--- src/design/gpcl_pkg.sv ---
// ----------------------------------------------------------------------------
// gpcl_pkg
// shared types and codes of the gpio port register block
// ----------------------------------------------------------------------------
package gpcl_pkg;

    localparam int unsigned PORT_PINS   = 16;
    localparam int unsigned WORD_W      = 32;
    localparam int unsigned KEY_BIT_POS = 16;

    localparam logic [WORD_W-1:0] MODE_RESET = 32'h4444_4444;

    localparam logic FUNC_READ  = 1'b0;
    localparam logic FUNC_WRITE = 1'b1;

    localparam logic [2:0] SEL_CFG_LOW  = 3'd0;
    localparam logic [2:0] SEL_CFG_HIGH = 3'd1;
    localparam logic [2:0] SEL_IN_DATA  = 3'd2;
    localparam logic [2:0] SEL_OUT_DATA = 3'd3;
    localparam logic [2:0] SEL_SET_RST  = 3'd4;
    localparam logic [2:0] SEL_RST      = 3'd5;
    localparam logic [2:0] SEL_LOCK     = 3'd6;
    localparam logic [2:0] SEL_UNUSED   = 3'd7;

    localparam logic [1:0] KEY_IDLE  = 2'd0;
    localparam logic [1:0] KEY_STEP1 = 2'd1;
    localparam logic [1:0] KEY_STEP2 = 2'd2;
    localparam logic [1:0] KEY_STEP3 = 2'd3;

    typedef struct packed {
        logic                   func;
        logic [2:0]             reg_sel;
        logic [WORD_W-1:0]      write_data;
        logic [PORT_PINS-1:0]   pad_levels;
    } t_item;

    typedef struct packed {
        logic [WORD_W-1:0]      read_data;
        logic [PORT_PINS-1:0]   drive_levels;
        logic [WORD_W-1:0]      pin_modes_low;
        logic [WORD_W-1:0]      pin_modes_high;
        logic                   lock_active;
    } t_result;

    typedef struct packed {
        logic       lock_key;
        logic [1:0] key_step;
    } t_lock_status;

endpackage

--- src/design/gpcl_in_stage.sv ---
// ----------------------------------------------------------------------------
// gpcl_in_stage
// input register holding one bus access until the core takes it
// ----------------------------------------------------------------------------
module gpcl_in_stage (
    input  logic            i_clk,
    input  logic            i_rst_n,
    input  logic            i_valid,
    input  gpcl_pkg::t_item i_item,
    input  logic            i_advance,
    output logic            o_ready,
    output logic            o_valid,
    output gpcl_pkg::t_item o_item
);

    logic            r_valid;
    logic            n_valid;
    gpcl_pkg::t_item r_item;

    assign o_ready = !r_valid || i_advance;
    assign n_valid = o_ready ? i_valid : r_valid;

    always_ff @(posedge i_clk) begin
        if (!i_rst_n) begin
            r_valid <= 1'b0;
        end else begin
            r_valid <= n_valid;
        end
    end

    always_ff @(posedge i_clk) begin
        if (o_ready && i_valid) begin
            r_item <= i_item;
        end
    end

    assign o_valid = r_valid;
    assign o_item  = r_item;

endmodule

--- src/design/gpcl_core.sv ---
// ----------------------------------------------------------------------------
// gpcl_core
// port registers, lock key sequencer and read mux
// ----------------------------------------------------------------------------
module gpcl_core #(
    parameter int unsigned PIN_COUNT = 16
) (
    input  logic                   i_clk,
    input  logic                   i_rst_n,
    input  logic                   i_en,
    input  gpcl_pkg::t_item        i_item,
    output gpcl_pkg::t_result      o_result,
    output gpcl_pkg::t_lock_status o_status
);

    localparam int unsigned P = gpcl_pkg::PORT_PINS;
    localparam int unsigned W = gpcl_pkg::WORD_W;

    logic [P-1:0] w_pin_mask;
    logic [W-1:0] w_exist_low;
    logic [W-1:0] w_exist_high;
    logic [W-1:0] w_wr_low;
    logic [W-1:0] w_wr_high;
    logic [P-1:0] w_frozen;

    logic [W-1:0] r_mode_low,  n_mode_low;
    logic [W-1:0] r_mode_high, n_mode_high;
    logic [P-1:0] r_out_bits,  n_out_bits;
    logic [P-1:0] r_lock_bits, n_lock_bits;
    logic         r_lock_key,  n_lock_key;
    logic [1:0]   r_key_step,  n_key_step;
    logic [W-1:0] w_rd;

    logic [P-1:0] w_wbits;
    logic [P-1:0] w_wclr;
    logic [P-1:0] w_pads;
    logic         w_key;
    logic         w_same;

    genvar g;
    generate
        for (g = 0; g < P; g++) begin : g_pin
            assign w_pin_mask[g] = (g < PIN_COUNT);
        end
        for (g = 0; g < P/2; g++) begin : g_nib
            assign w_exist_low[4*g +: 4]  = {4{w_pin_mask[g]}};
            assign w_exist_high[4*g +: 4] = {4{w_pin_mask[g + P/2]}};
            assign w_wr_low[4*g +: 4]     = {4{w_pin_mask[g] & ~w_frozen[g]}};
            assign w_wr_high[4*g +: 4]    = {4{w_pin_mask[g + P/2] & ~w_frozen[g + P/2]}};
        end
    endgenerate

    assign w_frozen = r_lock_key ? r_lock_bits : '0;
    assign w_wbits  = i_item.write_data[P-1:0] & w_pin_mask;
    assign w_wclr   = i_item.write_data[W-1:P] & w_pin_mask;
    assign w_pads   = i_item.pad_levels & w_pin_mask;
    assign w_key    = i_item.write_data[gpcl_pkg::KEY_BIT_POS];
    assign w_same   = (w_wbits == r_lock_bits);

    always_comb begin
        n_mode_low  = r_mode_low;
        n_mode_high = r_mode_high;
        n_out_bits  = r_out_bits;
        n_lock_bits = r_lock_bits;
        n_lock_key  = r_lock_key;
        n_key_step  = r_key_step;
        w_rd        = '0;
        if (i_item.func == gpcl_pkg::FUNC_READ) begin
            unique case (i_item.reg_sel)
                gpcl_pkg::SEL_CFG_LOW:  w_rd = r_mode_low;
                gpcl_pkg::SEL_CFG_HIGH: w_rd = r_mode_high;
                gpcl_pkg::SEL_IN_DATA:  w_rd = {{(W-P){1'b0}}, w_pads};
                gpcl_pkg::SEL_OUT_DATA: w_rd = {{(W-P){1'b0}}, r_out_bits};
                gpcl_pkg::SEL_LOCK: begin
                    w_rd = {{(W-P-1){1'b0}}, r_lock_key, r_lock_bits};
                    if (!r_lock_key && r_key_step == gpcl_pkg::KEY_STEP3) begin
                        n_lock_key = 1'b1;
                    end
                    n_key_step = gpcl_pkg::KEY_IDLE;
                end
                default: w_rd = '0;
            endcase
        end else begin
            unique case (i_item.reg_sel)
                gpcl_pkg::SEL_CFG_LOW:
                    n_mode_low = (r_mode_low & ~w_wr_low) | (i_item.write_data & w_wr_low);
                gpcl_pkg::SEL_CFG_HIGH:
                    n_mode_high = (r_mode_high & ~w_wr_high) | (i_item.write_data & w_wr_high);
                gpcl_pkg::SEL_OUT_DATA: n_out_bits = w_wbits;
                gpcl_pkg::SEL_SET_RST:  n_out_bits = (r_out_bits & ~w_wclr) | w_wbits;
                gpcl_pkg::SEL_RST:      n_out_bits = r_out_bits & ~w_wbits;
                gpcl_pkg::SEL_LOCK: begin
                    if (!r_lock_key) begin
                        n_lock_bits = w_wbits;
                        if (w_key) begin
                            n_key_step = (r_key_step == gpcl_pkg::KEY_STEP2 && w_same)
                                       ? gpcl_pkg::KEY_STEP3 : gpcl_pkg::KEY_STEP1;
                        end else begin
                            n_key_step = (r_key_step == gpcl_pkg::KEY_STEP1 && w_same)
                                       ? gpcl_pkg::KEY_STEP2 : gpcl_pkg::KEY_IDLE;
                        end
                    end
                end
                default: ;
            endcase
        end
    end

    always_ff @(posedge i_clk) begin
        if (!i_rst_n) begin
            r_mode_low  <= gpcl_pkg::MODE_RESET & w_exist_low;
            r_mode_high <= gpcl_pkg::MODE_RESET & w_exist_high;
            r_out_bits  <= '0;
            r_lock_bits <= '0;
            r_lock_key  <= 1'b0;
            r_key_step  <= gpcl_pkg::KEY_IDLE;
        end else if (i_en) begin
            r_mode_low  <= n_mode_low;
            r_mode_high <= n_mode_high;
            r_out_bits  <= n_out_bits;
            r_lock_bits <= n_lock_bits;
            r_lock_key  <= n_lock_key;
            r_key_step  <= n_key_step;
        end
    end

    assign o_result.read_data      = w_rd;
    assign o_result.drive_levels   = n_out_bits;
    assign o_result.pin_modes_low  = n_mode_low;
    assign o_result.pin_modes_high = n_mode_high;
    assign o_result.lock_active    = n_lock_key;

    assign o_status.lock_key = r_lock_key;
    assign o_status.key_step = r_key_step;

endmodule

--- src/design/gpcl_out_stage.sv ---
// ----------------------------------------------------------------------------
// gpcl_out_stage
// result register holding one item until the receiver takes it
// ----------------------------------------------------------------------------
module gpcl_out_stage (
    input  logic              i_clk,
    input  logic              i_rst_n,
    input  logic              i_load,
    input  gpcl_pkg::t_result i_result,
    input  logic              i_ready,
    output logic              o_free,
    output logic              o_valid,
    output gpcl_pkg::t_result o_result
);

    logic              r_valid;
    logic              n_valid;
    gpcl_pkg::t_result r_result;

    assign o_free  = !r_valid || i_ready;
    assign n_valid = i_load || (r_valid && !i_ready);

    always_ff @(posedge i_clk) begin
        if (!i_rst_n) begin
            r_valid <= 1'b0;
        end else begin
            r_valid <= n_valid;
        end
    end

    always_ff @(posedge i_clk) begin
        if (i_load) begin
            r_result <= i_result;
        end
    end

    assign o_valid  = r_valid;
    assign o_result = r_result;

endmodule

--- src/design/gpio_port_with_config_lock_top.sv ---
// ----------------------------------------------------------------------------
// gpio_port_with_config_lock_top
// 16-pin gpio port register block with bit set/reset and a lock key
// ----------------------------------------------------------------------------
// usage
//   input channel: i_valid / o_ready carry one bus access per item
//   (i_func, i_reg_sel, i_write_data, i_pad_levels)
//   output channel: o_valid / i_ready carry one result item per access
//   (read data plus the port state after the access)
//   an item is registered on entry, then processed by the register core
//   into the result register once that register is free
//   throughput is one item per cycle while the receiver does not stall;
//   the core register update is the only processing step
//   when the receiver stalls, the result register holds and the input
//   register holds one more item; o_ready drops once both are full
//   reset (synchronous, active low) empties both stages, sets the mode
//   nibbles of present pins to floating inputs, clears output, lock bits and the key
//   the lock key stays set until the next reset
// ----------------------------------------------------------------------------
module gpio_port_with_config_lock_top #(
    parameter int unsigned PIN_COUNT = 16
) (
    input  logic        i_clk,
    input  logic        i_rst_n,
    input  logic        i_valid,
    output logic        o_ready,
    input  logic        i_func,
    input  logic [2:0]  i_reg_sel,
    input  logic [31:0] i_write_data,
    input  logic [15:0] i_pad_levels,
    output logic        o_valid,
    input  logic        i_ready,
    output logic [31:0] o_read_data,
    output logic [15:0] o_drive_levels,
    output logic [31:0] o_pin_modes_low,
    output logic [31:0] o_pin_modes_high,
    output logic        o_lock_active
);

    gpcl_pkg::t_item        w_in_item;
    gpcl_pkg::t_item        w_item;
    gpcl_pkg::t_result      w_core_result;
    gpcl_pkg::t_result      w_out_result;
    gpcl_pkg::t_lock_status w_status;
    logic                   w_item_valid;
    logic                   w_out_free;
    logic                   w_adv;

    assign w_in_item.func       = i_func;
    assign w_in_item.reg_sel    = i_reg_sel;
    assign w_in_item.write_data = i_write_data;
    assign w_in_item.pad_levels = i_pad_levels;

    assign w_adv = w_item_valid && w_out_free;

    gpcl_in_stage u_in (
        .i_clk     (i_clk),
        .i_rst_n   (i_rst_n),
        .i_valid   (i_valid),
        .i_item    (w_in_item),
        .i_advance (w_adv),
        .o_ready   (o_ready),
        .o_valid   (w_item_valid),
        .o_item    (w_item)
    );

    gpcl_core #(
        .PIN_COUNT (PIN_COUNT)
    ) u_core (
        .i_clk    (i_clk),
        .i_rst_n  (i_rst_n),
        .i_en     (w_adv),
        .i_item   (w_item),
        .o_result (w_core_result),
        .o_status (w_status)
    );

    gpcl_out_stage u_out (
        .i_clk    (i_clk),
        .i_rst_n  (i_rst_n),
        .i_load   (w_adv),
        .i_result (w_core_result),
        .i_ready  (i_ready),
        .o_free   (w_out_free),
        .o_valid  (o_valid),
        .o_result (w_out_result)
    );

    assign o_read_data      = w_out_result.read_data;
    assign o_drive_levels   = w_out_result.drive_levels;
    assign o_pin_modes_low  = w_out_result.pin_modes_low;
    assign o_pin_modes_high = w_out_result.pin_modes_high;
    assign o_lock_active    = w_out_result.lock_active;

    a_key_sticky: assert property (@(posedge i_clk) disable iff (!i_rst_n)
        w_status.lock_key |=> w_status.lock_key)
        else $error("lock key cleared without reset");

    a_key_seq_idle: assert property (@(posedge i_clk) disable iff (!i_rst_n)
        w_status.lock_key |-> (w_status.key_step == gpcl_pkg::KEY_IDLE))
        else $error("key sequence active while key is set");

    a_stall_holds: assert property (@(posedge i_clk) disable iff (!i_rst_n)
        (o_valid && !i_ready) |-> !w_adv)
        else $error("core advanced into a stalled result register");

    a_key_by_read: assert property (@(posedge i_clk) disable iff (!i_rst_n)
        $rose(w_status.lock_key) |-> $past(w_adv && w_item.func == gpcl_pkg::FUNC_READ
                                           && w_item.reg_sel == gpcl_pkg::SEL_LOCK))
        else $error("lock key set by something other than a lock read");

endmodule
--- config.mk ---
export PLATFORM = sky130hd
export DESIGN_NAME = gpio_port_with_config_lock_top
export DESIGN_NICKNAME = d
export VERILOG_FILES = /design/src/design/gpcl_pkg.sv /design/src/design/gpcl_in_stage.sv /design/src/design/gpcl_core.sv /design/src/design/gpcl_out_stage.sv /design/src/design/gpio_port_with_config_lock_top.sv
export SDC_FILE = /design/constraint.sdc
export NUM_CORES = 1
export LEC_CHECK = 0
export BUFFER_PORTS_ARGS = -buffer_cell sky130_fd_sc_hd__buf_4
export CAP_MARGIN = 20
export CORE_UTILIZATION = 50
export CTS_BUF_LIST = sky130_fd_sc_hd__clkbuf_2 sky130_fd_sc_hd__clkbuf_4 sky130_fd_sc_hd__clkbuf_8
export CTS_CLUSTER_DIAMETER = 150
export CTS_CLUSTER_SIZE = 28
export DETAILED_ROUTE_END_ITERATION = 10
export PLACE_DENSITY = 0.71
export RECOVER_POWER = 50
export SLEW_MARGIN = 25
export SYNTH_ARGS = -nofsm -noshare
export SYNTH_HDL_FRONTEND = slang
export SYNTH_HIERARCHICAL = 1
export SYNTH_SLANG_ARGS = --single-unit
--- constraint.sdc ---
create_clock -name i_clk -period 5.08 [get_ports i_clk]
set_clock_uncertainty 0.1 [all_clocks]
set_input_delay 0.254 -clock i_clk [delete_from_list [all_inputs] [get_ports i_clk]]
set_output_delay 0.254 -clock i_clk [all_outputs]
set_load 0.01 [all_outputs]
# Yosys cells after proc, flatten, opt, wreduce, memory -nomap -nowiden
# Index checks and enable logic that the tools add are counted.
# classes
muxes,18
eq_ne,11
n_reduce_logical,16
bitwise_logic,30
# op_table
cell,count
$pmux 32 s5,1
$and 32x32->32,4
$mux 32,4
$not 32->32,2
$or 32x32->32,2
$pmux 16 s3,1
$and 16x16->16,2
$mux 16,2
$not 16->16,2
$not 1->1,17
$eq 16x16->1,1
$or 16x16->16,1
$mux 2,7
$eq 3x3->1 const B,3
$eq 3x2->1 const B,2
$logic_and 1x1->1,6
$eq 2x2->1 const B,2
$logic_not 1->1,4
$reduce_and 4->1,1
$eq 3x1->1 const B,1
$logic_not 3->1,1
$logic_or 1x1->1,3
$mux 1,3
$reduce_and 3->1,1
other kinds (2),2
# word_totals
input_bits,56
register_bits,266
out_inout_bits,115
wordCells,92

# Logic depth before layout (Yosys ltp)
# Gate-level depths: netlist (run 1).
# logic_depth
word_depth,7
ltp_mapped,9
mapped_depth_nobuf,6

# Cells and area by module
# The synthesis (run 1) kept the hierarchy.
# modules_own_cells
module,area_each_um2,cells_per_inst,n_inst
gpcl_core,6398.6,745,1
gpcl_out_stage,3442.1,117,1
gpcl_in_stage,1619.1,57,1
gpio_port_with_config_lock_top,6.3,1,1

# Worst setup path before layout (run 1)
# OpenSTA, ideal clock, no wires.
# synth_path
path_kind,flip-flop to flip-flop
startpoint,"register u_out.r_valid, in the netlist u_out/o_valid"
endpoint,"register u_in.r_item, in the netlist u_in/o_item[0] (enable)"
t_arrival_ns,4.264
stages_incl_launch_ff,5
path_slack_ns,0.343
path_cell_list,dfxtp_1 > nand2b_4 > and2_1 > nand2b_4 > and2_4
# synth_via
elab_chain_len,5
# synth_lines
item,line_no,text
start: declaration,gpcl_out_stage.sv:16,logic r_valid;
start signal: assignment,gpcl_out_stage.sv:27,r_valid <= n_valid;
$logic_not 1->1,gpcl_out_stage.sv:20,assign o_free = !r_valid || i_ready;
$logic_or 1x1->1,gpcl_out_stage.sv:20,
named net w_out_free,gpio_port_with_config_lock_top.sv:46,logic w_out_free;
$logic_and 1x1->1,gpio_port_with_config_lock_top.sv:54,assign w_adv = w_item_valid && w_out_free;
named net w_adv,gpio_port_with_config_lock_top.sv:47,logic w_adv;
$logic_or 1x1->1,gpcl_in_stage.sv:20,assign o_ready = !r_valid || i_advance;
named net o_ready,gpio_port_with_config_lock_top.sv:26,"output logic o_ready,"
$logic_and 1x1->1,gpcl_in_stage.sv:32,if (o_ready && i_valid) begin
end signal: assignment,gpcl_in_stage.sv:33,r_item <= i_item;
end: declaration,gpcl_in_stage.sv:18,gpcl_pkg::t_item r_item;
# The timed path passes the listed nets, and every way through them passes these cells.
# A chain may end at the register's enable or synchronous reset.

==> impl_metrics.py, run 1 <==
metrics = {
    "sta": {
        "slew_headroom_pct": 25.3,
        "drv_slew": 0,
        "finalSetupViolations": 0,
        "grt_setup_unrepaired": "no",
        "period_share_pct": 60.9,
        "period_needed_ns": 3.09,
        "fmax_mhz": 323,
        "hold_viol": 0,
        "max_slew.worst_pin.slew_ns": 1.12,
        "fin_tns_setup_ns": 0,
    },
    "pwr": {
        "power_frac_seq_pct": 65.4,
        "powerDensity_nw_per_um2": 286,
        "leakage_nw": 5.06,
        "p_clk_share_pct": 24.7,
        "p_int_mw": 2.87,
        "peakVddDrop_v": 0.000213,
        "netSwitchingFraction_pct": 24.4,
        "p_sw_mw": 0.924,
        "combPwrFrac_pct": 9.9,
    },
    "worst_setup_path": {
        "worstPathArrival_ns": 3.29,
        "r2r_slack_ns": 1.99,
        "crit_family": "simple AND/OR/NAND/NOR gates",
        "critPathSlowestCell": "nor3b_4",
        "critPathBufInv": 1,
        "r2r_start": "u_in/o_item[50]",
        "critPathMaxFanout": 24,
        "critical_path_class": "reg -> reg",
        "rr_endpoint": "u_out/o_result[26]",
        "cp_slowest_stage_delay_ns": 0.90,
        "crit_required_ns": 5.28,
        "end_kind": "flop",
        "r2r_cells": 5,
        "start_kind": "flop",
        "critical_path.cell_chain": "buf_4, nor2b_1, nor3b_4, nand2_1, mux2_1",
    },
    "placed_design": {
        "io_buffers": 170,
        "gp_congestion": 0.813,
        "dp_hpwl_um": 17600,
        "dpl_cell_area_um2": 12900,
    },
    "detailed_routing": {
        "ant_nets": 0,
        "firstDrtPassIters": 7,
        "drtIter0Drc": 518,
        "routed_wl_um": 27100,
        "post_drt_wl_per_cell_um": 19.5,
        "routed_via_density": 5.49,
        "vias": 7659,
        "route.detailed.drc": 0,
    },
    "cts": {
        "clock_path_buffers": 3,
        "h-tree-depth": 1,
        "clk_latency_ns": 0.53,
        "cts_made_buffers": 13,
        "cts_tree": "done",
        "post_cts_resized": 0,
        "cts_sinks": 266,
        "cts.root.buffer_cell": "clkbuf_8",
        "path_clk_slew_ns": 0.16,
    },
    "grt": {
        "grt_overflow": 0,
        "grt_pass1_vias": 7425,
        "grt_start_max_net_pins": 152,
        "grt_pass1_wl_um": 41700,
        "track_usage_pct": 22.7,
        "antenna_found_initial": 0,
    },
    "logic_synthesis": {
        "syn_inst": 919,
        "avgSynthCellArea_um2": 12.5,
        "syn_area_um2": 11500,
        "yosys_warnings": 6,
        "syn_nets": 975,
    },
    "cells_and_area": {
        "final_util_pct": 58.6,
        "nets": 1160,
        "layout_common_cells": "165 x edfxtp_1, 114 x clkbuf_1, 112 x mux2i_1, 101 x dfxtp_1, 96 x nand2_1",
        "layout-drive-gt1-share_pct": 15.6,
        "final_common_cell": "edfxtp_1",
        "syn2layout_area_growth_pct": 15.5,
        "post-route-cell-area_um2": 13200,
        "antenna_cells": 0,
    },
    "floorplanning": {
        "fp.dieArea_um2": 23500,
        "die_x_um": 153,
        "start_util_pct": 50.8,
        "coreArea_um2": 22600,
        "ios": 171,
        "rows": 55,
        "die_h_um": 153,
    },
    "min_path": {
        "worstHoldEndpoint": "u_core/r_mode_low[6]",
        "hp-class": "in -> reg",
        "hp-start": "i_rst_n",
        "min_path_cells": 2,
    },
    "run": {
        "drv_cap": 0,
    },
    "outcome": {
        "status": "finished, final reports clean",
    },
}
state kept, by name (all words and copies together) (netlist names):
register	flops
u_core/r_lock_bits	16
u_core/r_out_bits	16
u_in/o_item	52
u_in/o_valid	1
u_core/r_lock_key	1
u_out/o_valid	1
u_core/r_mode_high	32
u_out/o_result	113
u_core/r_key_step	2
u_core/r_mode_low	32
stage by stage:
step	cells	hold slack (ns)	worst slack [ns]	power [mW]
final	1395	0.137	1.99	3.79
after global routing	1395	0.187	1.81	3.92
after CTS	1395	0.159	2.00	3.86
after detailed placement	1320	0.333	2.02	2.91
after global placement	1320	0.333	2.14	2.91
after floorplan	919	0.253	0.343	2.73
metal layers:
metal  vias to the layer above  share of wire, %  track usage, %
li1                       3651                 -               -
met1                      3766                45            31.3
met2                       210                49            38.8
met3                        32               4.6            2.50
met4                         0               1.5            4.90
met5                         -                 0               0
timing repair:
item,in CTS,in global routing
endpoints found under the hold margin,54,0
setup buffers,0,0
hold buffers,54,0
layout make-up:
cell class | count | area (um^2)
inverter | 4 | 15.0
clock inverter | 1 | 16.3
sequential | 266 | 6980
multi-input combinational | 583 | 4150
fill | 1910 | 9340
timing repair buffer | 236 | 1490
clock buffer | 20 | 231
tap | 285 | 357
power by group through the flow:
stage	clock [mW]	combinational (mW)	sequential, mW
after floorplan	0	0.212	2.51
after global placement	0	0.376	2.53
after detailed placement	0	0.383	2.53
after CTS	0.964	0.417	2.48
after global routing	1.02	0.406	2.49
final	0.936	0.375	2.48
worst max path at each step:
stage,startpoint,endpoint,slack (ns),depth (start not counted)
floorplan,u_out/o_valid,u_in/o_item[0],0.34,4
global placement,u_in/o_item[50],u_out/o_result[27],2.14,5
detailed placement,u_in/o_item[50],u_out/o_result[26],2.02,5
CTS,u_in/o_item[50],u_out/o_result[26],2.00,5
global route,i_ready,u_core/r_lock_bits[0],1.81,9
finish,u_in/o_item[50],u_out/o_result[26],1.99,5
Power figures use the tool's default switching activity.
==> run 2, diff against run 1 <==
clock period = 3.2 ns   (was 5.08 ns; I/O delays follow)
==> impl_metrics.py, run 2 (synthesis results as in run 1) <==
metrics = {
    "outcome": {
        "status": "finished, final reports clean",
    },
    "worst_setup_path": {
        "worstPathArrival_ns": 3.00,
        "critPathMaxFanout": 17,
        "end_kind": "flop",
        "r2r_slack_ns": 0.57,
        "critical_path_class": "reg -> reg",
        "start_kind": "flop",
        "crit_required_ns": 3.56,
    },
    "placed_design": {
        "io_buffers": 170,
        "gp_congestion": 0.828,
        "placed_cells": 1324,
        "dp_hpwl_um": 17800,
        "dp_slack_ns": 0.637,
    },
    "sta": {
        "grt_setup_unrepaired": "no",
        "period_share_pct": 82.3,
        "hold_slack_ns": 0.237,
        "drv_slew": 0,
        "period_needed_ns": 2.63,
        "finalSetupViolations": 0,
        "slew_headroom_pct": 9.21,
        "max_slew.worst_pin.slew_ns": 1.36,
        "fin_tns_setup_ns": 0,
        "fmax_mhz": 380,
        "hold_viol": 0,
        "layout_setup_ws_ns": 0.566,
    },
    "detailed_routing": {
        "ant_nets": 0,
        "vias": 7606,
        "route.detailed.drc": 0,
        "post_drt_wl_per_cell_um": 19.6,
        "drtIter0Drc": 504,
        "firstDrtPassIters": 5,
        "routed_wl_um": 27500,
        "routed_via_density": 5.44,
    },
    "grt": {
        "antenna_found_initial": 0,
        "grt_pass1_wl_um": 41900,
        "grt_overflow": 0,
        "grt_pass1_vias": 7378,
        "grt_start_max_net_pins": 152,
        "track_usage_pct": 23.1,
    },
    "pwr": {
        "powerDensity_nw_per_um2": 454,
        "combPwrFrac_pct": 9.9,
        "p_int_mw": 4.54,
        "p_clk_share_pct": 24.6,
        "peakVddDrop_v": 0.000396,
        "p_sw_mw": 1.48,
        "power_frac_seq_pct": 65.5,
        "netSwitchingFraction_pct": 24.6,
        "finalPower_mw": 6.02,
        "leakage_nw": 5.08,
    },
    "floorplanning": {
        "fp.dieArea_um2": 23500,
        "coreArea_um2": 22600,
        "ios": 171,
        "die_x_um": 153,
        "start_util_pct": 50.8,
        "die_h_um": 153,
        "rows": 55,
    },
    "cells_and_area": {
        "finalNonFillerCells": 1399,
        "largest_reg_flops": 113,
        "layout_common_cells": "165 x edfxtp_1, 116 x clkbuf_1, 112 x mux2i_1, 101 x dfxtp_1, 96 x nand2_1",
        "nets": 1165,
        "layout-drive-gt1-share_pct": 15.9,
        "syn2layout_area_growth_pct": 15.8,
        "antenna_cells": 0,
        "final_common_cell": "edfxtp_1",
        "fillers": 1914,
    },
    "cts": {
        "hold_buffers": 55,
        "clk_latency_ns": 0.54,
        "cts.root.buffer_cell": "clkbuf_8",
        "post_cts_resized": 0,
        "h-tree-depth": 1,
        "clock_path_buffers": 3,
        "cts_tree": "done",
        "postCtsSetupBuffers": 0,
        "cts_sinks": 266,
        "path_clk_slew_ns": 0.17,
        "cts_made_buffers": 13,
    },
    "run": {
        "drv_cap": 0,
    },
    "min_path": {
        "hp-class": "in -> reg",
    },
}
## run 2: changes by cell type in the layout (fill, tap and decap cells not counted)
cell	previous run	this run
a21oi_2	0	1
clkbuf_2	0	1
a21oi_1	34	33
buf_4	14	17
and2_4	1	2
clkbuf_1	114	116
and2_0	1	0
nand2b_1	2	1
nand2b_2	0	1
clkbuf_4	60	57
dlygate4sd3_1	54	55
## run 2: layout make-up
class / instances / area, um^2 / area share [%]
timing repair buffer: 241 / 1520 / 11.5
clock buffer: 19 / 224 / 1.69
tap: 285 / 357 / 2.69
clock inverter: 1 / 16.3 / 0.123
multi-input combinational: 583 / 4160 / 31.3
sequential: 266 / 6980 / 52.6
inverter: 4 / 15.0 / 0.113
## run 2: metal layers
metal  global-route usage [%]  wire length, um  vias to the layer above  part of all wire, %
li1                         -                -                     3652                    -
met1                     31.7            12200                     3696                   44
met2                     39.5            13500                      223                   49
met3                     2.32             1310                       35                  4.8
met4                     5.29              492                        0                  1.8
met5                        0                0                        -                    0
## run 2: final timing paths
path	start	to	cells after the start
worst min register to register	u_out/o_valid	u_out/o_valid	2
worst min-delay path	i_reg_sel[1]	u_in/o_item[49]	2
worst max register to register	u_in/o_item[48]	u_core/r_out_bits[11]	6
worst max-delay path	u_in/o_item[48]	u_core/r_out_bits[11]	6
## run 2: power by group through the flow
stage	clock network, mW	registers [mW]	logic, mW
3_3_place_gp	0	4.02	0.594
3_5_place_dp	0	4.02	0.603
5_1_grt	1.62	3.96	0.646
6_report	1.48	3.94	0.595
4_1_cts	1.52	3.94	0.659
2_1_floorplan	0	3.98	0.337
## run 2: metrics by stage
step           utilization [%]  area [um^2]
2_1_floorplan                -        11500
3_3_place_gp              57.3        12900
3_5_place_dp              57.3        12900
4_1_cts                   60.8        13700
5_1_grt                   58.8        13300
6_report                  58.8        13300
## run 2: worst max-delay path: stages (launching register included)
cell      delay (ns)
edfxtp_1        0.65
nor2b_1         0.25
buf_4           0.26
and2_1          0.32
o21a_1          0.59
nand2_1         0.18
a31oi_1         0.21
